==> config.mk <==
export PLATFORM = sky130hd
export DESIGN_NAME = http_chunked_body_decoder
export DESIGN_NICKNAME = d
export VERILOG_FILES = /design/src/hdl/hcbd_pkg.sv /design/src/hdl/http_chunked_body_decoder.sv /design/src/hdl/hcbd_front.sv /design/src/hdl/hcbd_queue.sv /design/src/hdl/hcbd_back.sv
export SDC_FILE = /design/constraint.sdc
export NUM_CORES = 1
export LEC_CHECK = 0
export BUFFER_PORTS_ARGS = -buffer_cell sky130_fd_sc_hd__buf_2
export CAP_MARGIN = 15
export CORE_MARGIN = 5
export CORE_UTILIZATION = 25
export DETAILED_ROUTE_END_ITERATION = 10
export PLACE_DENSITY_LB_ADDON = 0.3
export RECOVER_POWER = 50
export REMOVE_ABC_BUFFERS = 1
export SLEW_MARGIN = 5
export SYNTH_ARGS = -nofsm -noshare
export SYNTH_HDL_FRONTEND = slang
export SYNTH_SLANG_ARGS = --single-unit
==> constraint.sdc <==
create_clock -name clk -period 5.9 [get_ports clk]
set_input_delay 1.18 -clock clk [delete_from_list [all_inputs] [get_ports clk]]
set_output_delay 1.18 -clock clk [all_outputs]
set_load 0.01 [all_outputs]
==> src/hdl/hcbd_pkg.sv <==
// Shared types, character codes and decode helpers for the chunked body decoder.
package hcbd_pkg;

    // Result kinds carried on the output channel.
    typedef enum logic [1:0] {
        KIND_DATA  = 2'd0,
        KIND_TERM  = 2'd1,
        KIND_BAD   = 2'd2,
        KIND_EARLY = 2'd3
    } kind_t;

    // One classified input byte as it waits between the parser and the output stage.
    typedef struct packed {
        logic       has_pri;
        logic [7:0] pri_byte;
        kind_t      pri_kind;
        logic       has_early;
    } hcbd_item_t;

    // Queue between the parser and the output stage.
    localparam int QDEPTH  = 4;
    localparam int QPTR_W  = $clog2(QDEPTH);
    localparam int QCNT_W  = $clog2(QDEPTH + 1);

    // Character codes.
    localparam logic [7:0] CHAR_CR    = 8'h0D;
    localparam logic [7:0] CHAR_LF    = 8'h0A;
    localparam logic [7:0] CHAR_SPACE = 8'h20;
    localparam logic [7:0] CHAR_TAB   = 8'h09;
    localparam logic [7:0] CHAR_VT    = 8'h0B;
    localparam logic [7:0] CHAR_FF    = 8'h0C;
    localparam logic [7:0] CHAR_X_LO  = 8'h78;
    localparam logic [7:0] CHAR_X_UP  = 8'h58;

    // Hex digit decode: bit 4 flags a valid digit, bits 3:0 hold its value.
    function automatic logic [4:0] hex_decode(input logic [7:0] c);
        logic [4:0] r;
        r = 5'd0;
        if (c >= 8'h30 && c <= 8'h39)
        begin
            r = {1'b1, 4'(c - 8'h30)};
        end
        else if (c >= 8'h61 && c <= 8'h66)
        begin
            r = {1'b1, 4'(c - 8'h57)};
        end
        else if (c >= 8'h41 && c <= 8'h46)
        begin
            r = {1'b1, 4'(c - 8'h37)};
        end
        return r;
    endfunction

    // Whitespace that may lead a size line.
    function automatic logic is_space(input logic [7:0] c);
        return (c == CHAR_SPACE) || (c == CHAR_TAB) || (c == CHAR_LF) ||
               (c == CHAR_VT) || (c == CHAR_FF) || (c == CHAR_CR);
    endfunction

endpackage

==> src/hdl/http_chunked_body_decoder.sv <==
// Top level of the HTTP/1.1 chunked body decoder.
//
//   Channel   Handshake            Beat contents
//   rx        rx_valid/rx_ready    in_byte, body_end
//   tx        tx_valid/tx_ready    out_byte, kind, last
//
// The parser takes one body byte per cycle while rx_ready is high; a byte that causes a
// result is written to a queue slot at the edge that accepts it and then moves on to the
// output register that drives tx. A byte with two results (data plus early end) gives two beats.
// Reset clears all control state at once; no clearing pass is needed.
// While tx_ready is low the four-entry queue fills and then rx_ready drops.
module http_chunked_body_decoder #(
    parameter int SIZE_BITS = 32
) (
    input  logic       clk,
    input  logic       rst_n,
    input  logic       rx_valid,
    output logic       rx_ready,
    input  logic [7:0] in_byte,
    input  logic       body_end,
    output logic       tx_valid,
    input  logic       tx_ready,
    output logic [7:0] out_byte,
    output logic [1:0] kind,
    output logic       last
);
    import hcbd_pkg::*;

    logic       accept;
    logic       push;
    logic       pop;
    logic       full;
    logic       empty;
    hcbd_item_t push_item;
    hcbd_item_t head;
    kind_t      kind_q;

    assign rx_ready = !full;
    assign accept   = rx_valid && rx_ready;

    hcbd_front #(
        .SIZE_BITS(SIZE_BITS)
    ) u_front (
        .clk      (clk),
        .rst_n    (rst_n),
        .accept   (accept),
        .in_byte  (in_byte),
        .body_end (body_end),
        .push     (push),
        .item     (push_item)
    );

    hcbd_queue u_queue (
        .clk       (clk),
        .rst_n     (rst_n),
        .push      (push),
        .push_item (push_item),
        .pop       (pop),
        .full      (full),
        .empty     (empty),
        .head      (head)
    );

    hcbd_back u_back (
        .clk      (clk),
        .rst_n    (rst_n),
        .head     (head),
        .empty    (empty),
        .pop      (pop),
        .tx_ready (tx_ready),
        .tx_valid (tx_valid),
        .out_byte (out_byte),
        .kind     (kind_q),
        .last     (last)
    );

    assign kind = kind_q;

endmodule

==> src/hdl/hcbd_front.sv <==
// Front end: parses one body byte per cycle while accept is high and classifies the results it causes.
module hcbd_front #(
    parameter int SIZE_BITS = 32
) (
    input  logic                clk,
    input  logic                rst_n,
    input  logic                accept,
    input  logic [7:0]          in_byte,
    input  logic                body_end,
    output logic                push,
    output hcbd_pkg::hcbd_item_t item
);
    import hcbd_pkg::*;

    typedef enum logic [2:0] {
        PH_LEAD    = 3'd0,
        PH_DIGITS  = 3'd1,
        PH_TAIL    = 3'd2,
        PH_DATA    = 3'd3,
        PH_TRAILER = 3'd4,
        PH_DROP    = 3'd5
    } phase_t;

    phase_t               phase_reg, phase_next;
    logic                 cr_reg, cr_next;
    logic [SIZE_BITS-1:0] size_reg, size_next;
    logic [3:0]           digit_reg, digit_next;
    logic [SIZE_BITS-1:0] owed_reg, owed_next;
    logic                 prefix_reg, prefix_next;

    logic                 consumed;
    logic                 lf_done;
    logic                 go_bad;
    logic                 pri_v;
    logic [7:0]           pri_byte;
    kind_t                pri_kind;
    logic                 early;
    logic [4:0]           hex;

    assign hex = hex_decode(in_byte);

    // Next-state logic for one byte.
    always_comb
    begin
        phase_next  = phase_reg;
        cr_next     = cr_reg;
        size_next   = size_reg;
        digit_next  = digit_reg;
        owed_next   = owed_reg;
        prefix_next = prefix_reg;
        consumed    = 1'b0;
        lf_done     = 1'b0;
        go_bad      = 1'b0;
        pri_v       = 1'b0;
        pri_byte    = 8'd0;
        pri_kind    = KIND_DATA;
        early       = 1'b0;

        // After a chunk's data, swallow one CRLF if it is there.
        if (phase_reg == PH_TRAILER)
        begin
            if (cr_reg)
            begin
                cr_next    = 1'b0;
                phase_next = PH_LEAD;
                consumed   = (in_byte == CHAR_LF);
            end
            else if (in_byte == CHAR_CR)
            begin
                cr_next  = 1'b1;
                consumed = 1'b1;
            end
            else
            begin
                phase_next = PH_LEAD;
            end
        end

        if (!consumed)
        begin
            unique case (phase_next) inside
                PH_LEAD, PH_DIGITS, PH_TAIL:
                begin
                    // A pending CR either completes the line or is dropped.
                    if (cr_next)
                    begin
                        cr_next = 1'b0;
                        if (in_byte == CHAR_LF)
                        begin
                            lf_done = 1'b1;
                            if (digit_next == 4'd0)
                            begin
                                go_bad = 1'b1;
                            end
                            else if (size_next == '0)
                            begin
                                pri_v      = 1'b1;
                                pri_kind   = KIND_TERM;
                                phase_next = PH_DROP;
                            end
                            else
                            begin
                                owed_next  = size_next;
                                phase_next = PH_DATA;
                            end
                            size_next   = '0;
                            digit_next  = 4'd0;
                            prefix_next = 1'b0;
                        end
                        else if (phase_next == PH_DIGITS)
                        begin
                            phase_next = PH_TAIL;
                        end
                    end

                    if (!lf_done)
                    begin
                        if (in_byte == CHAR_CR)
                        begin
                            cr_next = 1'b1;
                        end
                        else if (phase_next == PH_LEAD)
                        begin
                            if (hex[4])
                            begin
                                size_next  = {size_next[SIZE_BITS-5:0], hex[3:0]};
                                digit_next = 4'd1;
                                phase_next = PH_DIGITS;
                            end
                            else if (!is_space(in_byte))
                            begin
                                go_bad = 1'b1;
                            end
                        end
                        else if (phase_next == PH_DIGITS)
                        begin
                            if (hex[4])
                            begin
                                // A digit that needs more than SIZE_BITS bits is a bad size.
                                if (size_next[SIZE_BITS-1 -: 4] != 4'd0)
                                begin
                                    go_bad = 1'b1;
                                end
                                else
                                begin
                                    size_next = {size_next[SIZE_BITS-5:0], hex[3:0]};
                                    if (digit_next != 4'hF)
                                    begin
                                        digit_next = digit_next + 4'd1;
                                    end
                                end
                            end
                            else if ((in_byte == CHAR_X_LO || in_byte == CHAR_X_UP) &&
                                     !prefix_next && digit_next == 4'd1 && size_next == '0)
                            begin
                                prefix_next = 1'b1;
                            end
                            else
                            begin
                                phase_next = PH_TAIL;
                            end
                        end
                    end

                    if (go_bad)
                    begin
                        pri_v       = 1'b1;
                        pri_kind    = KIND_BAD;
                        phase_next  = PH_DROP;
                        cr_next     = 1'b0;
                        size_next   = '0;
                        digit_next  = 4'd0;
                        prefix_next = 1'b0;
                    end
                end
                PH_DATA:
                begin
                    pri_v    = 1'b1;
                    pri_byte = in_byte;
                    if (owed_reg != '0)
                    begin
                        owed_next = owed_reg - 1'b1;
                    end
                    if (owed_reg <= SIZE_BITS'(1))
                    begin
                        phase_next = PH_TRAILER;
                        cr_next    = 1'b0;
                    end
                end
                default:
                begin
                end
            endcase
        end

        // The last body byte resets the parser; it reports an early end unless in PH_DROP.
        if (body_end)
        begin
            early       = (phase_next != PH_DROP);
            phase_next  = PH_LEAD;
            cr_next     = 1'b0;
            size_next   = '0;
            digit_next  = 4'd0;
            owed_next   = '0;
            prefix_next = 1'b0;
        end
    end

    // Parser state.
    always_ff @(posedge clk or negedge rst_n)
    begin
        if (!rst_n)
        begin
            phase_reg  <= PH_LEAD;
            cr_reg     <= 1'b0;
            size_reg   <= '0;
            digit_reg  <= 4'd0;
            owed_reg   <= '0;
            prefix_reg <= 1'b0;
        end
        else if (accept)
        begin
            phase_reg  <= phase_next;
            cr_reg     <= cr_next;
            size_reg   <= size_next;
            digit_reg  <= digit_next;
            owed_reg   <= owed_next;
            prefix_reg <= prefix_next;
        end
    end

    // Only bytes that cause a result enter the queue.
    assign push           = accept && (pri_v || early);
    assign item.has_pri   = pri_v;
    assign item.pri_byte  = pri_byte;
    assign item.pri_kind  = pri_kind;
    assign item.has_early = early;

endmodule

==> src/hdl/hcbd_queue.sv <==
// Short queue of classified bytes between the parser and the output stage.
module hcbd_queue (
    input  logic                 clk,
    input  logic                 rst_n,
    input  logic                 push,
    input  hcbd_pkg::hcbd_item_t push_item,
    input  logic                 pop,
    output logic                 full,
    output logic                 empty,
    output hcbd_pkg::hcbd_item_t head
);
    import hcbd_pkg::*;

    hcbd_item_t          slot_reg [QDEPTH];
    logic [QPTR_W-1:0]   wr_reg, wr_next;
    logic [QPTR_W-1:0]   rd_reg, rd_next;
    logic [QCNT_W-1:0]   count_reg, count_next;

    assign full  = (count_reg == QCNT_W'(QDEPTH));
    assign empty = (count_reg == '0);
    assign head  = slot_reg[rd_reg];

    // Pointer and fill count update.
    always_comb
    begin
        wr_next    = wr_reg;
        rd_next    = rd_reg;
        count_next = count_reg;
        if (push)
        begin
            wr_next = (wr_reg == QPTR_W'(QDEPTH - 1)) ? '0 : wr_reg + 1'b1;
        end
        if (pop)
        begin
            rd_next = (rd_reg == QPTR_W'(QDEPTH - 1)) ? '0 : rd_reg + 1'b1;
        end
        if (push && !pop)
        begin
            count_next = count_reg + 1'b1;
        end
        else if (pop && !push)
        begin
            count_next = count_reg - 1'b1;
        end
    end

    always_ff @(posedge clk or negedge rst_n)
    begin
        if (!rst_n)
        begin
            wr_reg    <= '0;
            rd_reg    <= '0;
            count_reg <= '0;
        end
        else
        begin
            wr_reg    <= wr_next;
            rd_reg    <= rd_next;
            count_reg <= count_next;
        end
    end

    // Storage slots.
    always_ff @(posedge clk)
    begin
        if (push)
        begin
            slot_reg[wr_reg] <= push_item;
        end
    end

endmodule

==> src/hdl/hcbd_back.sv <==
// Back end: expands each queued byte into one or two result beats in an output register.
module hcbd_back (
    input  logic                 clk,
    input  logic                 rst_n,
    input  hcbd_pkg::hcbd_item_t head,
    input  logic                 empty,
    output logic                 pop,
    input  logic                 tx_ready,
    output logic                 tx_valid,
    output logic [7:0]           out_byte,
    output hcbd_pkg::kind_t      kind,
    output logic                 last
);
    import hcbd_pkg::*;

    logic        valid_reg, valid_next;
    logic        sub_reg, sub_next;
    logic [7:0]  byte_reg, byte_next;
    kind_t       kind_reg, kind_next;
    logic        last_reg, last_next;
    logic        load;
    logic        send_pri;

    // The output register takes a new beat when it is empty or being drained.
    assign load     = !valid_reg || tx_ready;
    assign send_pri = head.has_pri && !sub_reg;

    always_comb
    begin
        valid_next = valid_reg;
        sub_next   = sub_reg;
        byte_next  = byte_reg;
        kind_next  = kind_reg;
        last_next  = last_reg;
        pop        = 1'b0;
        if (load)
        begin
            valid_next = !empty;
            if (!empty)
            begin
                if (send_pri)
                begin
                    byte_next = head.pri_byte;
                    kind_next = head.pri_kind;
                    last_next = !head.has_early;
                    sub_next  = head.has_early;
                    pop       = !head.has_early;
                end
                else
                begin
                    byte_next = 8'd0;
                    kind_next = KIND_EARLY;
                    last_next = 1'b1;
                    sub_next  = 1'b0;
                    pop       = 1'b1;
                end
            end
        end
    end

    // Control state.
    always_ff @(posedge clk or negedge rst_n)
    begin
        if (!rst_n)
        begin
            valid_reg <= 1'b0;
            sub_reg   <= 1'b0;
        end
        else
        begin
            valid_reg <= valid_next;
            sub_reg   <= sub_next;
        end
    end

    // Beat payload.
    always_ff @(posedge clk)
    begin
        byte_reg <= byte_next;
        kind_reg <= kind_next;
        last_reg <= last_next;
    end

    assign tx_valid = valid_reg;
    assign out_byte = byte_reg;
    assign kind     = kind_reg;
    assign last     = last_reg;

endmodule

# Word-level counts from Yosys, hierarchy flattened
# Memories as Yosys holds them, arrays and structs flattened.
# Cells that the tools add are included.
op_classes:
  addsub: 9
  order_cmp: 7
  n_eq_ne: 25
  mux: 133
  bitwise_logic: 1
  reduce_logical: 42
op_table:
  columns: ["cell", "n"]
  rows:
  - ["32-bit 2-to-1 mux", 22]
  - ["3-bit 2-to-1 mux", 23]
  - ["32-bit logical NOT", 2]
  - ["4-bit 2-to-1 mux", 16]
  - ["32-bit case mux with 2 select lines", 1]
  - ["1-bit 2-to-1 mux", 55]
  - ["8-bit by 4-bit == test with 1-bit output, second input constant", 5]
  - ["32-bit by 1-bit <= comparator with 1-bit output, second input constant", 1]
  - ["32-bit nonzero test", 1]
  - ["32-bit by 1-bit subtractor with 32-bit output, second input constant", 1]
  - ["8-bit by 7-bit == test with 1-bit output, second input constant", 2]
  - ["8-bit by 7-bit >= comparator with 1-bit output, second input constant", 2]
  - ["8-bit by 7-bit <= comparator with 1-bit output, second input constant", 2]
  - ["2-bit 2-to-1 mux", 8]
  - ["8-bit 2-to-1 mux", 2]
  - ["5-bit 2-to-1 mux", 3]
  - ["3-bit inequality test, second input constant", 4]
  - ["1-bit logical AND", 11]
  - ["3-bit logical NOT", 3]
  - ["8-bit by 6-bit == test with 1-bit output, second input constant", 1]
  - ["8-bit by 6-bit >= comparator with 1-bit output, second input constant", 1]
  - ["8-bit by 6-bit <= comparator with 1-bit output, second input constant", 1]
  - ["1-bit logical NOT", 8]
  - ["1-bit logical OR", 8]
  - ["other kinds (25)", 34]
word_totals:
  ff_bits: 93
  mem_bits_rw: 48
  out_inout_bits: 13
  wordCells: 232
  mem_count: 1
mem_list:
  columns: ["name", "depth", "width", "read_ports", "rd_ports_with_merged_regs", "wr", "line_no", "source"]
  rows:
  - ["u_queue.slot_reg", 4, 12, 1, 0, 1, "hcbd_queue.sv:14", "hcbd_item_t slot_reg [QDEPTH];"]

# Longest topological paths before layout
logic_depth:
  ltp_word: 29
  mapped_depth: 18
  depth_no_buf: 18

# By module
# A second synthesis with hierarchy kept.
hier_totals:
  hier_cells: 816
  area_unflattened_um2: 8293.0
modules_own_cells:
  columns: ["module", "instances", "cells_per_inst", "area_each_um2"]
  rows:
  - ["hcbd_front", 1, 681, 5575.3]
  - ["hcbd_queue", 1, 100, 2174.6]
  - ["hcbd_back", 1, 33, 533.0]
  - ["http_chunked_body_decoder", 1, 2, 10.0]

# Worst setup path before layout
# No wires, ideal clock.
synth_timing:
  path_type: "input-to-reg"
  start: "input port in_byte[0]"
  end: "register u_queue.count_reg[1]"
  t_arrival_ns: 4.465
  t_required_ns: 5.775
  path_slack_ns: 1.310
  path_stages: 16
  path_buffers: 0
  cell_sequence: "inv_1 ha_1 and4bb_2 nand4_2 and2_1 ha_1 nand4b_1 or4_1 nand4_1 a21oi_1 a311oi_2 a21oi_1 ha_1 inv_1 fa_1 mux2_2"
synth_via:
  elab_cells_between_ends: 107
  classes_between: "order compare (6); eq/ne (14); mux (63); reduce/logical (24)"
synth_lines:
  columns: ["element", "line_no", "source"]
  rows:
  - ["start, declared", "http_chunked_body_decoder.sv:19", "input logic [7:0] in_byte,"]
  - ["8-bit by 4-bit == test with 1-bit output", "hcbd_pkg.sv:57, hcbd_front.sv:68, hcbd_front.sv:118", null]
  - ["3-bit 2-to-1 mux / 1-bit 2-to-1 mux (equally long branches)", "hcbd_front.sv:68", "else if (in_byte == CHAR_CR)"]
  - ["3-bit 2-to-1 mux / 1-bit 2-to-1 mux (equally long branches)", "hcbd_front.sv:62", "if (cr_reg)"]
  - ["3-bit 2-to-1 mux / 1-bit 2-to-1 mux (equally long branches)", "hcbd_front.sv:60", "if (phase_reg == PH_TRAILER)"]
  - ["3-bit by 1-bit == test with 1-bit output / 1-bit 2-to-1 mux (equally long branches)", "hcbd_front.sv:110, hcbd_front.sv:85", null]
  - ["3-bit 2-to-1 mux / 1-bit 2-to-1 mux (equally long branches)", "hcbd_front.sv:110, hcbd_front.sv:81", null]
  - ["3-bit 2-to-1 mux / 1-bit 2-to-1 mux (equally long branches)", "hcbd_front.sv:88, hcbd_front.sv:79", null]
  - ["3-bit 2-to-1 mux / 1-bit logical NOT (equally long branches)", "hcbd_front.sv:85, hcbd_front.sv:154", null]
  - ["(+12 left out)", null, null]
  - ["3-bit inequality test", "hcbd_front.sv:199", "early = (phase_next != PH_DROP);"]
  - ["1-bit 2-to-1 mux", "hcbd_front.sv:197", "if (body_end)"]
  - ["1-bit logical OR *", "hcbd_front.sv:233", "assign push = accept && (pri_v || early);"]
  - ["1-bit logical AND *", "hcbd_front.sv:233", null]
  - ["named net push", "http_chunked_body_decoder.sv:30", "logic push;"]
  - ["1-bit logical AND *", "hcbd_queue.sv:37", "if (push && !pop)"]
  - ["3-bit 2-to-1 mux *", "hcbd_queue.sv:37", null]
  - ["named net u_queue.count_next[1]", "hcbd_queue.sv:17", "logic [QCNT_W-1:0] count_reg, count_next;"]
  - ["end signal, assigned", "hcbd_queue.sv:59", "count_reg <= count_next;"]
  - ["end, declared", "hcbd_queue.sv:17", null]
# Mark *: on every way through the listed nets, which the timed path passes. The rest lies on a longest branch. The select of a mux whose other input is x is not followed.
# A chain may end at the register's enable or synchronous reset.

# Worst setup path in the final report
# Same ends and word-level chain as after synthesis.

==> summary.md <==
| Metric | Value |
|---|---|
| Final Hold Fails | 0 |
| # Max-Cap Violations | 1 |
| Pint | 2.43 mW |
| Routed via count | 5535 |
| H-tree levels | 4 |
| Clock-pin slew on the worst setup and hold paths | roughly 60 ps |
| Tightest Pin Transition | 2630 ps |
| Drt via density | 4.96 |
| Dpl cells | 1082 |
| GR Overflow Total | 0 |
| Final worst path period share | between 80 and 90% |
| Row count | 63 |
| Sequential share of power | approximately 37% |
| Crit path DAT | approximately 5100 ps |
| Status | finished with violations |
| Unrepaired setup endpoints after global routing | false |
| Worst path slowest cell | a311oi_2 |
| Worst hold path stage count | 1 |
| Synthesized area per cell | 10.7 sq um |
| Synth unique cells | 85 |
| DIE HEIGHT | 183 um |
| Clock skew | 9.88 ps |
| CP cell instances | buf_2, inv_1, ha_1, and4bb_2, nand4_2, and2_1, ha_1, nand4b_1, or4_1, nand4_1, a21oi_1, a311oi_2, a21oi_1, ha_1, inv_1, fa_1, mux2_2 |
| CP endpoint kind | flip-flop |
| Post-CTS sizing | 0 |
| Final nets | 740 |
| Worst path most repeated cell | ha_1 |
| Vias in the first global route | 5449 |
| Seq/Total Area, Yosys | ~51% |
| Drt drc | 0 |
| Clock Tree Buf Depth | 2 |
| Wirelength, routed | about 18 mm |
| CP max stage delay | 470 ps |
| Initial Utilization | 25.2% |
| Area Overhead vs Synth | 14.2% |
| I/O Buffers | 25 |
| Place WS | approximately 700 ps |
| Setup TNS | 0 ps |
| Max-slew headroom | -75.1% |
| Clock power share | around 30% |
| Commonest non-fill, non-tap cell in the layout | dfrtp_1 |
| Fmax | around 210 MHz |
| Area contributors post-synth | dfrtp_1 (28%), edfxtp_1 (24%), o21ai_0 (5.5%), mux4_2 (3.6%), nor2_1 (3.6%) |
| Worst-Skew Late Latency | approximately 420 ps |
| Layout cells sized above 1 | 16.0% |
| Post-CTS Setup Bufs | 0 |
| CTS Sinks | 141 |
| Post-CTS Hold Buffers | 0 |
| Clock root buffer | clkbuf_16 |
| EDFF count, synth | between 50 and 60 |
| I/O Pins | 26 |
| Combinational share of power | 33.9% |
| Hold WC Path Type | flip-flop to flip-flop |
| Final min period | around 4800 ps |
| Fill cells | 3099 |
| Reg2Reg Depth | 14 |
| Mapped cell area | 7450 sq um |
| Synthesized instance count | 698 |
| Wire per inst | ~16 um |
| Chip width | 183 um |
| Core box area | 29600 sq um |
| Post-route ant nets | 0 |
| WP data required | 6210 ps |
| Finished Layout Cells | 1115 |
| Pleak | 3.32 nW |
| Die ar. | 33400 sq um |
| First-pass GRT wire length | 30.5 mm |
| Initial DRC count | 377 |
| Power Density | 445 nW/um^2 |
| Initial DRT Pass Iterations | 5 |
| Startpoint Class | input port |
| Antenna violations before repair | 2 |
| CP Class | input port to flip-flop |
| Final setup vio count | 0 |
| Largest net degree at the start of global routing | between 60 and 70 |
| Max reg flops | between 40 and 50 |
| Maximum VDD drop | between 0.2 and 0.25 mV |
| Worst-path maximum fanout | 9 |
| CTS buffer count | 17 |
| Total GRT Usage | between 10% and 20% |
| CTS tree | yes |
| Most frequent cells in the layout | dfrtp_1 (82), o21ai_0 (81), nor2_1 (71), edfxtp_1 (59), a21oi_1 (46) |
| Cell taking the most area after synthesis | dfrtp_1 |
| P_sw | ~1.4 mW |
| Ys flop type | dfrtp_1 |
| Switching share of power | 36.0% |
| Final Slew Violations | 43 |
| Failing checks | capacitance limit, slew limit |
| Hpwl dp | 12.4 mm |
| Final setup margin | approximately 1100 ps |
| Yosys top cell area share | between 20% and 30% |
| #FFs+latches synth | 141 |
| Asr flop ratio synth | just under 60% |
| RePlAce Congestion | 0.845 |
| Synth warn | 0 |
==> metrics by stage <==
step / total power [mW] / instance area [sq um] / util (%) / hold slack (ps)
floorplan: 2.32 / 7240 / - / 458
global placement: 2.70 / 7900 / 26.7 / 494
detailed placement: 2.71 / 7920 / 26.8 / 484
global route: 4.05 / 8510 / 28.8 / 512
finish: 3.79 / 8510 / 28.8 / 497
CTS: 3.85 / 8530 / 28.9 / 501
==> worst paths after layout <==
kind,from,endpoint,slack (ps)
setup / recovery,in_byte[0],u_queue.count_reg[1],1110
hold / removal,u_queue.count_reg[2],u_queue.count_reg[2],500
setup reg to reg,u_front.phase_reg[1],u_queue.count_reg[1],1590
hold reg to reg,u_queue.count_reg[2],u_queue.count_reg[2],500
max in group asynchronous,rst_n,u_front.size_reg[12],2140
min in group asynchronous,rst_n,u_front.size_reg[0],1580
==> power groups by stage <==
stage	Sequential, mW	Clock (mW)	Combinational, mW
2_1_floorplan	1.39	0	0.931
3_3_place_gp	1.41	0	1.30
3_5_place_dp	1.41	0	1.30
4_1_cts	1.39	1.15	1.31
5_1_grt	1.42	1.19	1.44
6_report	1.39	1.12	1.28
==> layer usage <==
metal | wire length (um) | GRT usage [%] | up-vias
li1 | - | - | 2673
met2 | 8460 | 17.5 | 115
met5 | 13 | 0 | -
met1 | 8710 | 15.6 | 2714
met4 | 401 | 4.38 | 2
met3 | 695 | 2.13 | 31
==> worst max-delay path, delay by kind of cell <==
| family | cells | cell delay [ps] |
|---|---|---|
| and+or+nand+nor | 6 | 1460 |
| adders and majority gates | 4 | 1070 |
| AOI/OAI and AO/OA | 3 | 800 |
| buffers and inverters | 3 | 320 |
| muxes | 1 | 260 |
==> Yosys cell counts, types with 9 or more instances <==
cell type  number
inv_1          17
edfxtp_1       59
a21oi_1        46
a22o_2         25
dfrtp_1        82
nor2_1         71
mux4_2         12
a22o_1          9
o21ai_0        82
clkbuf_1       23
and3_1         12
nand2_1        39
nand3_1        11
nor3_1         25
and2_1         12
nor4_1         28
ha_1           15
==> cells by family after synthesis <==
logic type | synth area share (%)
AOI/OAI and AO/OA | 19.5
DFF | 51.3
and+or+nand+nor | 17.7
adders and majority gates | 2.79
buffers and inverters | 3.64
xor gates and xnor gates | 0.588
muxes | 4.47
==> cell type report <==
class	instances	area [sq um]	share of cell area, %
diodes	1	2.50	0.0294
repair buffers	31	155	1.82
multi-input cells	503	3360	39.5
flip-flops and latches	141	3820	44.9
inverters	17	63.8	0.750
well taps	390	488	5.74
clock buffers	19	453	5.32
clock inverters	13	164	1.93
No activity file was read; power rests on OpenSTA's default activity.
